<file path="config.mk">
export PLATFORM = sky130hd
export DESIGN_NAME = sinc_fir_decimator
export DESIGN_NICKNAME = d
export VERILOG_FILES = /design/src/sv/sfd_pkg.sv /design/src/sv/sinc_fir_decimator.sv /design/src/sv/sfd_ctrl.sv /design/src/sv/sfd_datapath.sv
export VERILOG_INCLUDE_DIRS = /design/src /design/src/sv
export SDC_FILE = /design/constraint.sdc
export NUM_CORES = 2
export LEC_CHECK = 0
export BUFFER_PORTS_ARGS = -buffer_cell sky130_fd_sc_hd__buf_2
export CAP_MARGIN = 20
export CORE_MARGIN = 2
export CORE_UTILIZATION = 60
export CTS_CLUSTER_DIAMETER = 40
export DETAILED_ROUTE_END_ITERATION = 8
export HOLD_SLACK_MARGIN = 0.05
export PLACE_DENSITY_LB_ADDON = 0.3
export SLEW_MARGIN = 0
export SYNTH_ARGS = -nofsm -noshare
export SYNTH_HDL_FRONTEND = slang
export SYNTH_SLANG_ARGS = --single-unit
export TNS_END_PERCENT = 30
</file>
<file path="constraint.sdc">
create_clock -name clk -period 8.2 [get_ports clk]
set_input_delay 0.82 -clock clk [delete_from_list [all_inputs] [get_ports clk]]
set_output_delay 0.82 -clock clk [all_outputs]
set_load 0.05 [all_outputs]
</file>
<file path="src/sv/assert_macros.svh">
// ----------------------------------------------------------------------------
// assert_macros.svh
// Clocked assertion shorthands shared by the RTL.
// ----------------------------------------------------------------------------
`ifndef ASSERT_MACROS_SVH
`define ASSERT_MACROS_SVH

// Same-cycle implication, disabled while reset is asserted.
`define ASSERT_IMPL(label, clk, rst_n, ante, cons, msg) \
    label: assert property (@(posedge clk) disable iff (!rst_n) (ante) |-> (cons)) \
        else $error(msg);

// Next-cycle implication, disabled while reset is asserted.
`define ASSERT_NEXT(label, clk, rst_n, ante, cons, msg) \
    label: assert property (@(posedge clk) disable iff (!rst_n) (ante) |=> (cons)) \
        else $error(msg);

`endif

</file>
<file path="src/sv/sfd_pkg.sv">
// ----------------------------------------------------------------------------
// sfd_pkg
// Shared types, constants and the elaboration-time sine series for the
// windowed-sinc decimator.
// ----------------------------------------------------------------------------
package sfd_pkg;

    localparam int SAMPLE_W   = 16;
    localparam int SAMPLE_MAX = 32767;
    localparam int SAMPLE_MIN = -32768;

    // Q30 fixed point constants used while building the coefficient table
    localparam logic [127:0] Q30_ONE = 128'd1 << 30;
    localparam logic [127:0] PI_Q30  = 128'd3373259426;

    // Taylor term divisors (2j)(2j+1), j = 1..39
    localparam int unsigned SERIES_DIV [39] = '{
        6, 20, 42, 72, 110, 156, 210, 272, 342, 420,
        506, 600, 702, 812, 930, 1056, 1190, 1332, 1482, 1640,
        1806, 1980, 2162, 2352, 2550, 2756, 2970, 3192, 3422, 3660,
        3906, 4160, 4422, 4692, 4970, 5256, 5550, 5852, 6162
    };

    // Controller to datapath commands
    typedef struct packed {
        logic write;   // take the input sample into the delay line
        logic start;   // clear accumulator, arm tap sweep at oldest entry
        logic issue;   // read one tap and advance
        logic finish;  // load output register from accumulator
    } cmd_t;

    // Datapath to controller status
    typedef struct packed {
        logic phase_last;  // current sample completes a decimation phase
        logic last_tap;    // tap sweep is on its final entry
        logic pipe_busy;   // MAC pipeline still holds products
        logic out_free;    // output register can take a new result
    } status_t;

    // sin(x) in Q30 for x in (0, pi/2) by Taylor series, clamped at zero.
    // Terms past the first zero term stay zero, so the full sweep matches
    // an early stop.
    function automatic logic [127:0] taylor_sin_q30(input logic [127:0] x);
        logic [127:0]        x2;
        logic [127:0]        term;
        logic signed [129:0] sum;
        int                  j;
        x2   = (x * x) >> 30;
        term = x;
        sum  = $signed({2'b00, x});
        for (j = 1; j < 40; j++) begin
            term = ((term * x2) >> 30) / SERIES_DIV[j - 1];
            if (j[0]) begin
                sum = sum - $signed({2'b00, term});
            end
            else begin
                sum = sum + $signed({2'b00, term});
            end
        end
        return (sum < 0) ? 128'd0 : sum[127:0];
    endfunction

endpackage

</file>
<file path="src/sv/sinc_fir_decimator.sv">
// Sequence: a sample that completes a decimation phase starts a sweep of
//   all TAPS entries (TAPS = 2*ZERO_CROSSINGS*RATIO+1) into the MAC.
// Throughput: one sample per cycle inside a phase; the completing sample
//   holds the input through the sweep, drain and result hand-off, set by the
//   single MAC unit reading one tap per cycle from the delay-line memory port.
// Reset: asynchronous, clears pointers, counters and the delay-line fill.
// ----------------------------------------------------------------------------
// sinc_fir_decimator
// Windowed-sinc FIR decimator: one 16-bit sample per transaction in, one
// filtered 16-bit result out every RATIO samples, with an end-of-block flag.
// ----------------------------------------------------------------------------
`include "assert_macros.svh"

module sinc_fir_decimator #(
    parameter int RATIO          = 4,
    parameter int ZERO_CROSSINGS = 4,
    parameter int BLOCK_OUTPUTS  = 128,
    parameter int COEF_FRAC_BITS = 17
) (
    input  logic                                clk,
    input  logic                                rst_n,
    // sample channel
    input  logic                                sample_valid,
    output logic                                sample_stall,
    input  logic signed [sfd_pkg::SAMPLE_W-1:0] sample,
    // result channel
    output logic                                result_valid,
    input  logic                                result_stall,
    output logic signed [sfd_pkg::SAMPLE_W-1:0] filtered_value,
    output logic                                block_end
);

    // Controller and datapath talk only through these two bundles.
    //   cmd.write  : sample transaction taken into the delay line
    //   cmd.start  : phase complete, sweep from the oldest entry
    //   cmd.issue  : one tap per cycle into the MAC pipeline
    //   cmd.finish : accumulator scaled, rounded toward zero, saturated,
    //                and parked in the output register
    sfd_pkg::cmd_t    cmd;
    sfd_pkg::status_t status;

    sfd_ctrl u_ctrl (
        .clk          (clk),
        .rst_n        (rst_n),
        .sample_valid (sample_valid),
        .sample_stall (sample_stall),
        .status       (status),
        .cmd          (cmd)
    );

    // The output register decouples the sides: a finished result may sit
    // stalled while the next phase's samples are taken in.
    sfd_datapath #(
        .RATIO          (RATIO),
        .ZERO_CROSSINGS (ZERO_CROSSINGS),
        .BLOCK_OUTPUTS  (BLOCK_OUTPUTS),
        .COEF_FRAC_BITS (COEF_FRAC_BITS)
    ) u_datapath (
        .clk            (clk),
        .rst_n          (rst_n),
        .cmd            (cmd),
        .status         (status),
        .sample         (sample),
        .result_valid   (result_valid),
        .result_stall   (result_stall),
        .filtered_value (filtered_value),
        .block_end      (block_end)
    );

    // No sample may land in the delay line while products are in flight.
    `ASSERT_IMPL(a_no_write_in_mac, clk, rst_n, status.pipe_busy, !cmd.write, "write during MAC")
    // The accumulator is complete and the output slot free before hand-off.
    `ASSERT_IMPL(a_finish_safe, clk, rst_n, cmd.finish, (!status.pipe_busy && status.out_free), "early finish")
    // A finished result is presented on the next cycle.
    `ASSERT_NEXT(a_finish_shows, clk, rst_n, cmd.finish, result_valid, "result not presented")

endmodule

</file>
<file path="src/sv/sfd_ctrl.sv">
// ----------------------------------------------------------------------------
// sfd_ctrl
// Sequencer: sample intake, tap sweep, pipeline drain and result hand-off.
// ----------------------------------------------------------------------------
module sfd_ctrl (
    input  logic             clk,
    input  logic             rst_n,
    input  logic             sample_valid,
    output logic             sample_stall,
    input  sfd_pkg::status_t status,
    output sfd_pkg::cmd_t    cmd
);

    typedef enum logic [3:0] {
        S_IDLE  = 4'b0001,
        S_MAC   = 4'b0010,
        S_DRAIN = 4'b0100,
        S_FIN   = 4'b1000
    } state_t;

    state_t state_reg;
    state_t state_next;

    always_ff @(posedge clk or negedge rst_n) begin
        if (!rst_n) begin
            state_reg <= S_IDLE;
        end
        else begin
            state_reg <= state_next;
        end
    end

    assign sample_stall = (state_reg != S_IDLE);

    always_comb begin
        state_next = state_reg;
        cmd        = '0;
        unique case (state_reg)
            S_IDLE:
            begin
                if (sample_valid) begin
                    cmd.write = 1'b1;
                    if (status.phase_last) begin
                        cmd.start  = 1'b1;
                        state_next = S_MAC;
                    end
                end
            end
            S_MAC:
            begin
                cmd.issue = 1'b1;
                if (status.last_tap) begin
                    state_next = S_DRAIN;
                end
            end
            S_DRAIN:
            begin
                if (!status.pipe_busy) begin
                    if (status.out_free) begin
                        cmd.finish = 1'b1;
                        state_next = S_IDLE;
                    end
                    else begin
                        state_next = S_FIN;
                    end
                end
            end
            S_FIN:
            begin
                if (status.out_free) begin
                    cmd.finish = 1'b1;
                    state_next = S_IDLE;
                end
            end
            default:
            begin
                state_next = S_IDLE;
            end
        endcase
    end

endmodule

</file>
<file path="src/sv/sfd_datapath.sv">
// ----------------------------------------------------------------------------
// sfd_datapath
// Delay-line memory, coefficient ROM, MAC pipeline and output register.
// ----------------------------------------------------------------------------
module sfd_datapath #(
    parameter int RATIO          = 4,
    parameter int ZERO_CROSSINGS = 4,
    parameter int BLOCK_OUTPUTS  = 128,
    parameter int COEF_FRAC_BITS = 17
) (
    input  logic                                clk,
    input  logic                                rst_n,
    input  sfd_pkg::cmd_t                       cmd,
    output sfd_pkg::status_t                    status,
    input  logic signed [sfd_pkg::SAMPLE_W-1:0] sample,
    output logic                                result_valid,
    input  logic                                result_stall,
    output logic signed [sfd_pkg::SAMPLE_W-1:0] filtered_value,
    output logic                                block_end
);

    localparam int HALF_SPAN = ZERO_CROSSINGS * RATIO;
    localparam int TAPS      = 2 * HALF_SPAN + 1;
    localparam int PTR_W     = $clog2(TAPS);
    localparam int FILL_W    = $clog2(TAPS + 1);
    localparam int PH_W      = $clog2(RATIO);
    localparam int OCNT_W    = $clog2(BLOCK_OUTPUTS + 1);
    localparam int COEF_W    = COEF_FRAC_BITS + 1;
    localparam int PROD_W    = sfd_pkg::SAMPLE_W + COEF_W;
    localparam int ACC_W     = PROD_W + $clog2(TAPS);
    localparam int QUO_W     = ACC_W - COEF_FRAC_BITS;

    localparam logic [127:0] R1 = 128'(RATIO);
    localparam logic [127:0] R2 = 128'(2 * RATIO);
    localparam logic [127:0] W1 = 128'(2 * HALF_SPAN);
    localparam logic [127:0] W2 = 128'(4 * HALF_SPAN);
    localparam logic [127:0] RND_HALF = 128'd1 << (59 - COEF_FRAC_BITS);
    localparam logic [127:0] CENTRE =
        ((128'd1 << (COEF_FRAC_BITS + 1)) + R1) / R2;

    localparam logic signed [QUO_W-1:0] QMAX = QUO_W'(sfd_pkg::SAMPLE_MAX);
    localparam logic signed [QUO_W-1:0] QMIN = QUO_W'(sfd_pkg::SAMPLE_MIN);

    // ------------------------------------------------------------------
    // Coefficient ROM: Hann-windowed sinc, built at elaboration
    // ------------------------------------------------------------------
    logic signed [COEF_W-1:0] coef_tab [TAPS];

    for (genvar k = 0; k < TAPS; k++) begin : g_coef
        localparam int           N      = k - HALF_SPAN;
        localparam int           ANI    = (N < 0) ? -N : N;
        localparam logic [127:0] AN_DIV = 128'((ANI == 0) ? 1 : ANI);
        // sinc numerator: sin(pi*|n|/RATIO)
        localparam logic [127:0] SM0  = 128'(ANI) % R2;
        localparam logic         SNEG = (SM0 >= R1);
        localparam logic [127:0] SM1  = SNEG ? (SM0 - R1) : SM0;
        localparam logic [127:0] SM2  = ((2 * SM1) > R1) ? (R1 - SM1) : SM1;
        localparam logic [127:0] SMAG =
            (SM2 == 0) ? 128'd0 :
            ((2 * SM2) == R1) ? sfd_pkg::Q30_ONE :
            sfd_pkg::taylor_sin_q30((sfd_pkg::PI_Q30 * SM2) / R1);
        localparam logic [127:0] S = (SMAG << 30) / (sfd_pkg::PI_Q30 * AN_DIV);
        // window: cos(pi*k/HALF_SPAN) as sin(pi*(2k+HALF_SPAN)/(2*HALF_SPAN))
        localparam logic [127:0] CM0  = 128'(2 * k + HALF_SPAN) % W2;
        localparam logic         CNEG = (CM0 >= W1);
        localparam logic [127:0] CM1  = CNEG ? (CM0 - W1) : CM0;
        localparam logic [127:0] CM2  = ((2 * CM1) > W1) ? (W1 - CM1) : CM1;
        localparam logic [127:0] CMAG =
            (CM2 == 0) ? 128'd0 :
            ((2 * CM2) == W1) ? sfd_pkg::Q30_ONE :
            sfd_pkg::taylor_sin_q30((sfd_pkg::PI_Q30 * CM2) / W1);
        localparam logic [127:0] W = CNEG ? ((sfd_pkg::Q30_ONE + CMAG) / 2)
                                          : ((sfd_pkg::Q30_ONE - CMAG) / 2);
        localparam logic [127:0] MAG = ((S * W) + RND_HALF) >> (60 - COEF_FRAC_BITS);
        localparam logic [COEF_W-1:0] CMAG_T = COEF_W'((N == 0) ? CENTRE : MAG);
        localparam logic [COEF_W-1:0] CVAL   =
            ((N != 0) && SNEG) ? (~CMAG_T + COEF_W'(1)) : CMAG_T;

        assign coef_tab[k] = $signed(CVAL);
    end

    // ------------------------------------------------------------------
    // Control counters
    // ------------------------------------------------------------------
    logic [PTR_W-1:0]  wptr_reg;
    logic [PTR_W-1:0]  wptr_inc;
    logic [FILL_W-1:0] fill_reg;
    logic [PH_W-1:0]   phase_reg;
    logic [PTR_W-1:0]  raddr_reg;
    logic [PTR_W-1:0]  tap_reg;
    logic [OCNT_W-1:0] ocnt_reg;
    logic              rd_vld_reg;
    logic              mul_vld_reg;
    logic              out_valid_reg;
    logic              out_last;

    assign wptr_inc = (wptr_reg == PTR_W'(TAPS - 1)) ? '0 : (wptr_reg + PTR_W'(1));
    assign out_last = (ocnt_reg == OCNT_W'(BLOCK_OUTPUTS - 1));

    always_ff @(posedge clk or negedge rst_n) begin
        if (!rst_n) begin
            wptr_reg      <= '0;
            fill_reg      <= '0;
            phase_reg     <= '0;
            raddr_reg     <= '0;
            tap_reg       <= '0;
            ocnt_reg      <= '0;
            rd_vld_reg    <= 1'b0;
            mul_vld_reg   <= 1'b0;
            out_valid_reg <= 1'b0;
        end
        else begin
            if (cmd.write) begin
                wptr_reg  <= wptr_inc;
                phase_reg <= status.phase_last ? '0 : (phase_reg + PH_W'(1));
                if (fill_reg != FILL_W'(TAPS)) begin
                    fill_reg <= fill_reg + FILL_W'(1);
                end
            end
            if (cmd.start) begin
                raddr_reg <= wptr_inc;
                tap_reg   <= '0;
            end
            else if (cmd.issue) begin
                raddr_reg <= (raddr_reg == PTR_W'(TAPS - 1)) ? '0
                                                             : (raddr_reg + PTR_W'(1));
                tap_reg   <= status.last_tap ? '0 : (tap_reg + PTR_W'(1));
            end
            rd_vld_reg  <= cmd.issue;
            mul_vld_reg <= rd_vld_reg;
            if (cmd.finish) begin
                out_valid_reg <= 1'b1;
                ocnt_reg      <= out_last ? '0 : (ocnt_reg + OCNT_W'(1));
            end
            else if (out_valid_reg && !result_stall) begin
                out_valid_reg <= 1'b0;
            end
        end
    end

    // ------------------------------------------------------------------
    // Delay-line memory; entries at or past the fill count read as zero
    // ------------------------------------------------------------------
    logic signed [sfd_pkg::SAMPLE_W-1:0] dly_mem [TAPS];
    logic signed [sfd_pkg::SAMPLE_W-1:0] rd_data_reg;
    logic                                rd_ok_reg;
    logic signed [COEF_W-1:0]            coef_reg;

    always_ff @(posedge clk) begin
        if (cmd.write) begin
            dly_mem[wptr_reg] <= sample;
        end
        if (cmd.issue) begin
            rd_data_reg <= dly_mem[raddr_reg];
            rd_ok_reg   <= (FILL_W'(raddr_reg) < fill_reg);
            coef_reg    <= coef_tab[tap_reg];
        end
    end

    // ------------------------------------------------------------------
    // MAC pipeline and result formatting
    // ------------------------------------------------------------------
    logic signed [sfd_pkg::SAMPLE_W-1:0] tap_val;
    logic signed [PROD_W-1:0]            mul_res;
    logic signed [PROD_W-1:0]            prod_reg;
    logic signed [ACC_W-1:0]             acc_reg;
    logic signed [QUO_W-1:0]             quo_floor;
    logic signed [QUO_W-1:0]             quo;
    logic signed [sfd_pkg::SAMPLE_W-1:0] sat_val;
    logic signed [sfd_pkg::SAMPLE_W-1:0] out_value_reg;
    logic                                out_end_reg;

    assign tap_val = rd_ok_reg ? rd_data_reg : '0;
    assign mul_res = tap_val * coef_reg;

    // truncate toward zero: floor, then bump negatives with a nonzero fraction
    assign quo_floor = $signed(acc_reg[ACC_W-1:COEF_FRAC_BITS]);
    assign quo = quo_floor +
        QUO_W'(acc_reg[ACC_W-1] && (acc_reg[COEF_FRAC_BITS-1:0] != '0));

    always_comb begin
        priority if (quo > QMAX) begin
            sat_val = sfd_pkg::SAMPLE_W'(sfd_pkg::SAMPLE_MAX);
        end
        else if (quo < QMIN) begin
            sat_val = sfd_pkg::SAMPLE_W'(sfd_pkg::SAMPLE_MIN);
        end
        else begin
            sat_val = quo[sfd_pkg::SAMPLE_W-1:0];
        end
    end

    always_ff @(posedge clk) begin
        if (rd_vld_reg) begin
            prod_reg <= mul_res;
        end
        if (cmd.start) begin
            acc_reg <= '0;
        end
        else if (mul_vld_reg) begin
            acc_reg <= acc_reg + ACC_W'(prod_reg);
        end
        if (cmd.finish) begin
            out_value_reg <= sat_val;
            out_end_reg   <= out_last;
        end
    end

    assign status.phase_last = (phase_reg == PH_W'(RATIO - 1));
    assign status.last_tap   = (tap_reg == PTR_W'(TAPS - 1));
    assign status.pipe_busy  = rd_vld_reg || mul_vld_reg;
    assign status.out_free   = !out_valid_reg || !result_stall;

    assign result_valid   = out_valid_reg;
    assign filtered_value = out_value_reg;
    assign block_end      = out_end_reg;

endmodule
</file>
; ---- Word level (Yosys, flattened, before mapping)
; Memory sizes are Yosys's and may differ from the RTL's. A register that Yosys moved wholly into a read port is not among the register bits.
; Index checks and enable logic that the tools add are counted.
[word_totals]
reg_bits = 133
latch_bits = 0
ram_bits = 528
romBits = 1152
in_bits = 20
out_inout_bits = 19
elab_cells = 86
memories = 2
[op_classes]
add_sub_neg = 8
mul = 1
div = 0
n_lt_le_gt_ge = 3
n_eq_ne = 16
n_shift = 0
n_mux = 29
n_bitwise = 1
reduce_logical = 11
[memory_table]
columns = name, depth, width, read_ports, rd_clocked_by_memory_dff, write_ports, line
row1 = (name not given), 64, 18, 1, 1, 0, sfd_datapath.sv:156  ; coef_reg <= coef_tab[tap_reg];
row2 = u_datapath.dly_mem, 33, 16, 1, 1, 1, sfd_datapath.sv:144  ; logic signed [sfd_pkg::SAMPLE_W-1:0] dly_mem [TAPS];
[ops]
columns = operator, count
row1 = 6-bit two-way mux, 7
row2 = 40-bit by 34-bit adder with 40-bit output, 1
row3 = 16-bit by 18-bit multiplier with 34-bit output, 1
row4 = 16-bit two-way mux, 2
row5 = 6-bit by 1-bit adder with 6-bit output (second input constant), 4
row6 = 4-bit two-way mux, 6
row7 = 23-bit by 1-bit adder with 23-bit output, 1
row8 = 23-bit by 16-bit greater-than comparator with 1-bit output (second input constant), 1
row9 = 23-bit by 16-bit < comparator with 1-bit output (second input constant), 1
row10 = 6-bit equality test (second input constant), 3
row11 = 17-bit nonzero test, 1
row12 = 4-bit case mux with 4 select lines, 1
row13 = 8-bit by 1-bit adder with 8-bit output (second input constant), 1
row14 = 8-bit by 7-bit equality test with 1-bit output (second input constant), 1
row15 = 1-bit two-way mux, 8
row16 = 8-bit two-way mux, 1
row17 = 6-bit inverter with 7-bit output, 1
row18 = 6-bit < comparator, 1
row19 = 2-bit two-way mux, 3
row20 = 2-bit inequality test (second input constant), 3
row21 = 6-bit inequality test (second input constant), 1
row22 = 5-bit AND reduction, 1
row23 = 4-bit by 1-bit equality test with 1-bit output (second input constant), 1
row24 = 4-bit by 2-bit equality test with 1-bit output (second input constant), 1
row25 = other kinds (12), 17

; ---- Depth between registers and ports, before layout
[depth]
word_depth = 6
mapped_depth = 27
depth_no_buf = 25

; ---- Hierarchy
; Synthesis repeated with hierarchy kept, for this count alone.
[hier_totals]
hier_cells = 3006
area_unflattened_um2 = 40435.0
[by_module_without_submodules]
columns = module, n_inst, cells_per_inst, area_per_inst_um2
row1 = sfd_datapath, 1, 2969, 40122.2
row2 = sfd_ctrl, 1, 37, 312.8

; ---- Worst setup path after synthesis
; Ideal clock, no wire load.
[synth_path]
path_type = register to register
start = reg u_datapath.rd_ok_reg
end = reg u_datapath.prod_reg[30], data pin
setup_time_ns = 0.260
arrival_time_ns = 6.508
t_required_ns = 7.940
setup_slack_ns = 1.432
path_stages_with_launch = 26
cell_sequence = edfxtp_1 -> clkbuf_1 -> and2_0 -> clkbuf_1 -> nand2_1 -> fa_1 -> inv_1 -> fa_1 -> inv_1 -> fa_1 -> inv_1 -> fa_1 -> fa_1 -> inv_1 -> fa_1 -> inv_1 -> ha_1 -> and4_1 -> and2_1 -> a221o_1 -> a222oi_1 -> a21oi_1 -> nand4_1 -> a21oi_1 -> o41a_1 -> xor2_1
[synth_via]
elab_chain_len = 2
[synth_rtl]
columns = element, line
row1 = from (decl), sfd_datapath.sv:146  ; logic rd_ok_reg;
row2 = from (signal assigned), sfd_datapath.sv:155  ; rd_ok_reg <= (FILL_W'(raddr_reg) < fill_reg);
row3 = 16-bit two-way mux, sfd_datapath.sv:173  ; assign tap_val = rd_ok_reg ? rd_data_reg : '0;
row4 = 16-bit by 18-bit multiplier with 34-bit output, sfd_datapath.sv:174  ; assign mul_res = tap_val * coef_reg;
row5 = net u_datapath.mul_res[30], sfd_datapath.sv:164  ; logic signed [PROD_W-1:0] mul_res;
row6 = to (signal assigned), sfd_datapath.sv:195  ; prod_reg <= mul_res;
row7 = to (decl), sfd_datapath.sv:165  ; logic signed [PROD_W-1:0] prod_reg;
; The timed path passes the listed nets, and every way through them passes these cells.
; A chain may end at the register's enable or synchronous reset.

; ---- Worst setup path after layout
; Ends and elaborated chain as after synthesis.

==> summary.md <==
| Metric | Value |
|---|---|
| Outcome | `finished, final reports clean` |
| Die Width | `263.2 um` |
| # port buffers | `38` |
| Relative slew slack | `31.42%` |
| Setup CP Type | `reg -> reg` |
| Avg Synthesized Cell Area | `13.44 um2` |
| Metal3 WL | `6459 um` |
| HPWL Detailed | `62400 um` |
| GRT Util Overall | `29.27%` |
| Uppermost layer routed | `met5` |
| Clk slew on worst S/H paths | `60 ps` |
| Share of cells above drive strength 1 | `13.67%` |
| R2r worst-path depth | `23` |
| Placer Congestion | `0.9372` |
| Cell variety after synth | `76` |
| R2R Path End | `u_datapath.prod_reg[30]$_DFFE_PP_` |
| Clk Latency, worst-skew pair | `660 ps` |
| Total Neg Setup Slack | `0 ps` |
| Critical path fanouts, max | `22` |
| Initial DRC count | `2186` |
| Total global routing overflow | `0` |
| # fillers | `4541` |
| Layout Cells excl Fill | `3982` |
| Vias in the first global route | `26326` |
| Highest clock rate | `131.4 MHz` |
| Synth area leader | `edfxtp_1` |
| Reg-to-Reg Start | `u_datapath.rd_ok_reg$_DFFE_PP_` |
| Drc violations | `0` |
| Routed len/inst | `24.69 um` |
| Placed Cells | `3828` |
| Total detailed-routing wirelength | `98330 um` |
| Worst Tran Pin Value | `1029 ps` |
| Post-synth top area share | `45.68%` |
| CTS tree | `built` |
| Starting Density | `60.32%` |
| Max reg flops | `528` |
| Die area | `69250 um2` |
| Mapped Nets | `3445` |
| Fin crit period | `7609 ps` |
| Hold Fails Final Rpt | `0` |
| Largest net degree at the start of global routing | `102` |
| Synthesized flop and latch total | `694` |
| Final ANT Viol Nets | `0` |
| Max Cap Viol | `0` |
| Most frequent cells in the layout | `613 x edfxtp_1, 347 x inv_1, 282 x fa_1, 232 x nand2_1, 163 x nor2_1` |
| EDFF count, synth | `613` |
| Ys flop type | `edfxtp_1` |
| Synthesis-to-layout area growth | `10.26%` |
| Synth warnings | `0` |
| FP Rows | `95` |
| Antenna diodes | `0` |
| Mapped Cells | `2998` |
| Dpl ws | `627.1 ps` |
| Worst min path class | `in -> async` |
| Ranking of synthesized cells by area | `edfxtp_1 46%, fa_1 14%, mux4_2 9.1%` |
| Clk sink count | `694` |
| Crit path capture type | `flip-flop` |
| Metal2 WL | `51480 um` |
| Routed vias/inst | `6.281` |
| Hold Worst Slack | `316.6 ps` |
| Sequential share of the synthesized area | `50.22%` |
| Worst path required time | `8570 ps` |
| Die Ht | `263.2 um` |
| # IOs | `39` |
| Initial antenna violation count | `2` |
| Chain of cells forming the critical path | `and2_0, nand2_1, fa_1, inv_1, fa_1, inv_1, fa_1, inv_1, fa_1, fa_1, inv_1, fa_1, inv_1, ha_1, and4_1, and2_1, a221o_1, a222oi_1, a21oi_1, nand4_1, a21oi_1, o41a_1, xor2_1` |
| Worst EP arrival | `7970 ps` |
| Slowest-stage cell, CP | `edfxtp_1` |
| PostCTS Resize Cnt | `0` |
| Max clock buf depth | `3` |
| Final Max Slew Viols | `0` |
| CTS Hold Bufs | `0` |
| H-tree depth | `3` |
| Final Skew | `51.99 ps` |
| WL met1 | `36590 um` |
| Clock Tree Root | `clkbuf_16` |
| Final period util | `92.79%` |
| Final count of negative-setup-slack endpoints | `0` |
| CP most frequent cell | `fa_1` |
| Worst Setup Start Kind | `flip-flop` |
| Syn Std Cell Area | `40300 um2` |
| Layout Nets | `3489` |
| Vias | `25011` |
| R2r setup slk | `590 ps` |
| Commonest non-fill, non-tap cell in the layout | `edfxtp_1` |
| Core ar. | `66800 um2` |
| Clock buffer count from CTS | `83` |
| Detailed Routing Iterations Pass 1 | `5` |
| FFs w/ async S/R, synth | `5.908%` |
| Worst setup margin | `591.0 ps` |
| First-pass GRT wire length | `153800 um` |
| Unrepaired setup endpoints after global routing | `no` |
| Setup Buffers After CTS | `0` |
| Largest stage delay on the critical path | `650 ps` |
==> layer usage <==
layer	track usage, %	vias to the layer above
met5	0	-
met4	11.01	2
met3	4.303	248
met2	51.51	1117
met1	36.98	12824
li1	-	10820
==> worst max-delay path, delay by kind of cell (launching register included) <==
kind / cells / cell delay (ps)
AOI/OAI and AO/OA: 5 / 1560
buffers and inverters: 5 / 270
adders and majority gates: 7 / 3340
and+or+nand+nor: 5 / 1360
xor gates and xnor gates: 1 / 150
DFF: 1 / 650
==> worst max path at each step <==
| stage | startpoint | to | slack [ps] | depth (start not counted) |
|---|---|---|---|---|
| 6_report | u_datapath.rd_ok_reg$_DFFE_PP_ | u_datapath.prod_reg[30]$_DFFE_PP_ | 590 | 23 |
| 5_1_grt | u_datapath.rd_ok_reg$_DFFE_PP_ | u_datapath.prod_reg[31]$_DFFE_PP_ | 160 | 23 |
| 4_1_cts | u_datapath.rd_ok_reg$_DFFE_PP_ | u_datapath.prod_reg[30]$_DFFE_PP_ | 590 | 23 |
| 3_5_place_dp | u_datapath.rd_ok_reg$_DFFE_PP_ | u_datapath.prod_reg[30]$_DFFE_PP_ | 630 | 23 |
| 3_3_place_gp | u_datapath.rd_ok_reg$_DFFE_PP_ | u_datapath.prod_reg[30]$_DFFE_PP_ | 760 | 23 |
| 2_1_floorplan | u_datapath.rd_ok_reg$_DFFE_PP_ | u_datapath.prod_reg[30]$_DFFE_PP_ | 1430 | 25 |
==> metrics by stage <==
step / utilization [%] / cell area, um2
after floorplan: - / 40300
after global placement: 62.16 / 41530
after detailed placement: 62.16 / 41530
after CTS: 66.45 / 44390
after global routing: 66.52 / 44430
final: 66.52 / 44430
==> cells by family after synthesis <==
kind of cell               share of synthesized area [%]
muxes                                              10.35
buffers and inverters                              4.620
AOI/OAI and AO/OA                                  5.573
adders and majority gates                          18.54
xor gates and xnor gates                           2.108
DFF                                                50.22
and+or+nand+nor                                    8.591
==> cell usage after synthesis, types with 4 or more instances <==
library cell / instances
buf_1: 24
mux2i_1: 49
a2111oi_0: 7
a211oi_1: 22
nor3_1: 30
and2_1: 14
o21ai_0: 96
nand2b_1: 19
or2_2: 9
a31oi_1: 12
or3_1: 11
fa_1: 282
xor2_1: 40
clkbuf_2: 4
a221o_1: 5
buf_2: 8
o31ai_1: 7
dfrtp_1: 40
o21a_1: 7
and3_1: 137
a21o_1: 37
nor3b_1: 5
o21bai_1: 8
o211ai_1: 8
mux4_2: 162
nand4_1: 23
xnor2_1: 57
nor2b_1: 12
a311oi_1: 7
nor2_1: 164
ha_1: 145
a21oi_1: 93
dfxtp_1: 40
nand2_1: 232
clkbuf_1: 106
edfxtp_1: 613
nand3_1: 47
and4_1: 4
o22ai_1: 8
inv_1: 347
==> area by class of cell <==
cell class	instances	area, um2	area share [%]
inverter	348	1306	2.940
timing repair buffer	102	715.7	1.611
clock inverter	56	693.2	1.560
sequential	694	20250	45.57
tap	873	1092	2.458
multi-input combinational	1813	18210	40.99
clock buffer	96	2167	4.877
Power is left out: the tool's default activity adds up to more than one toggle a clock period on the data nets, which glitch-free logic cannot reach.
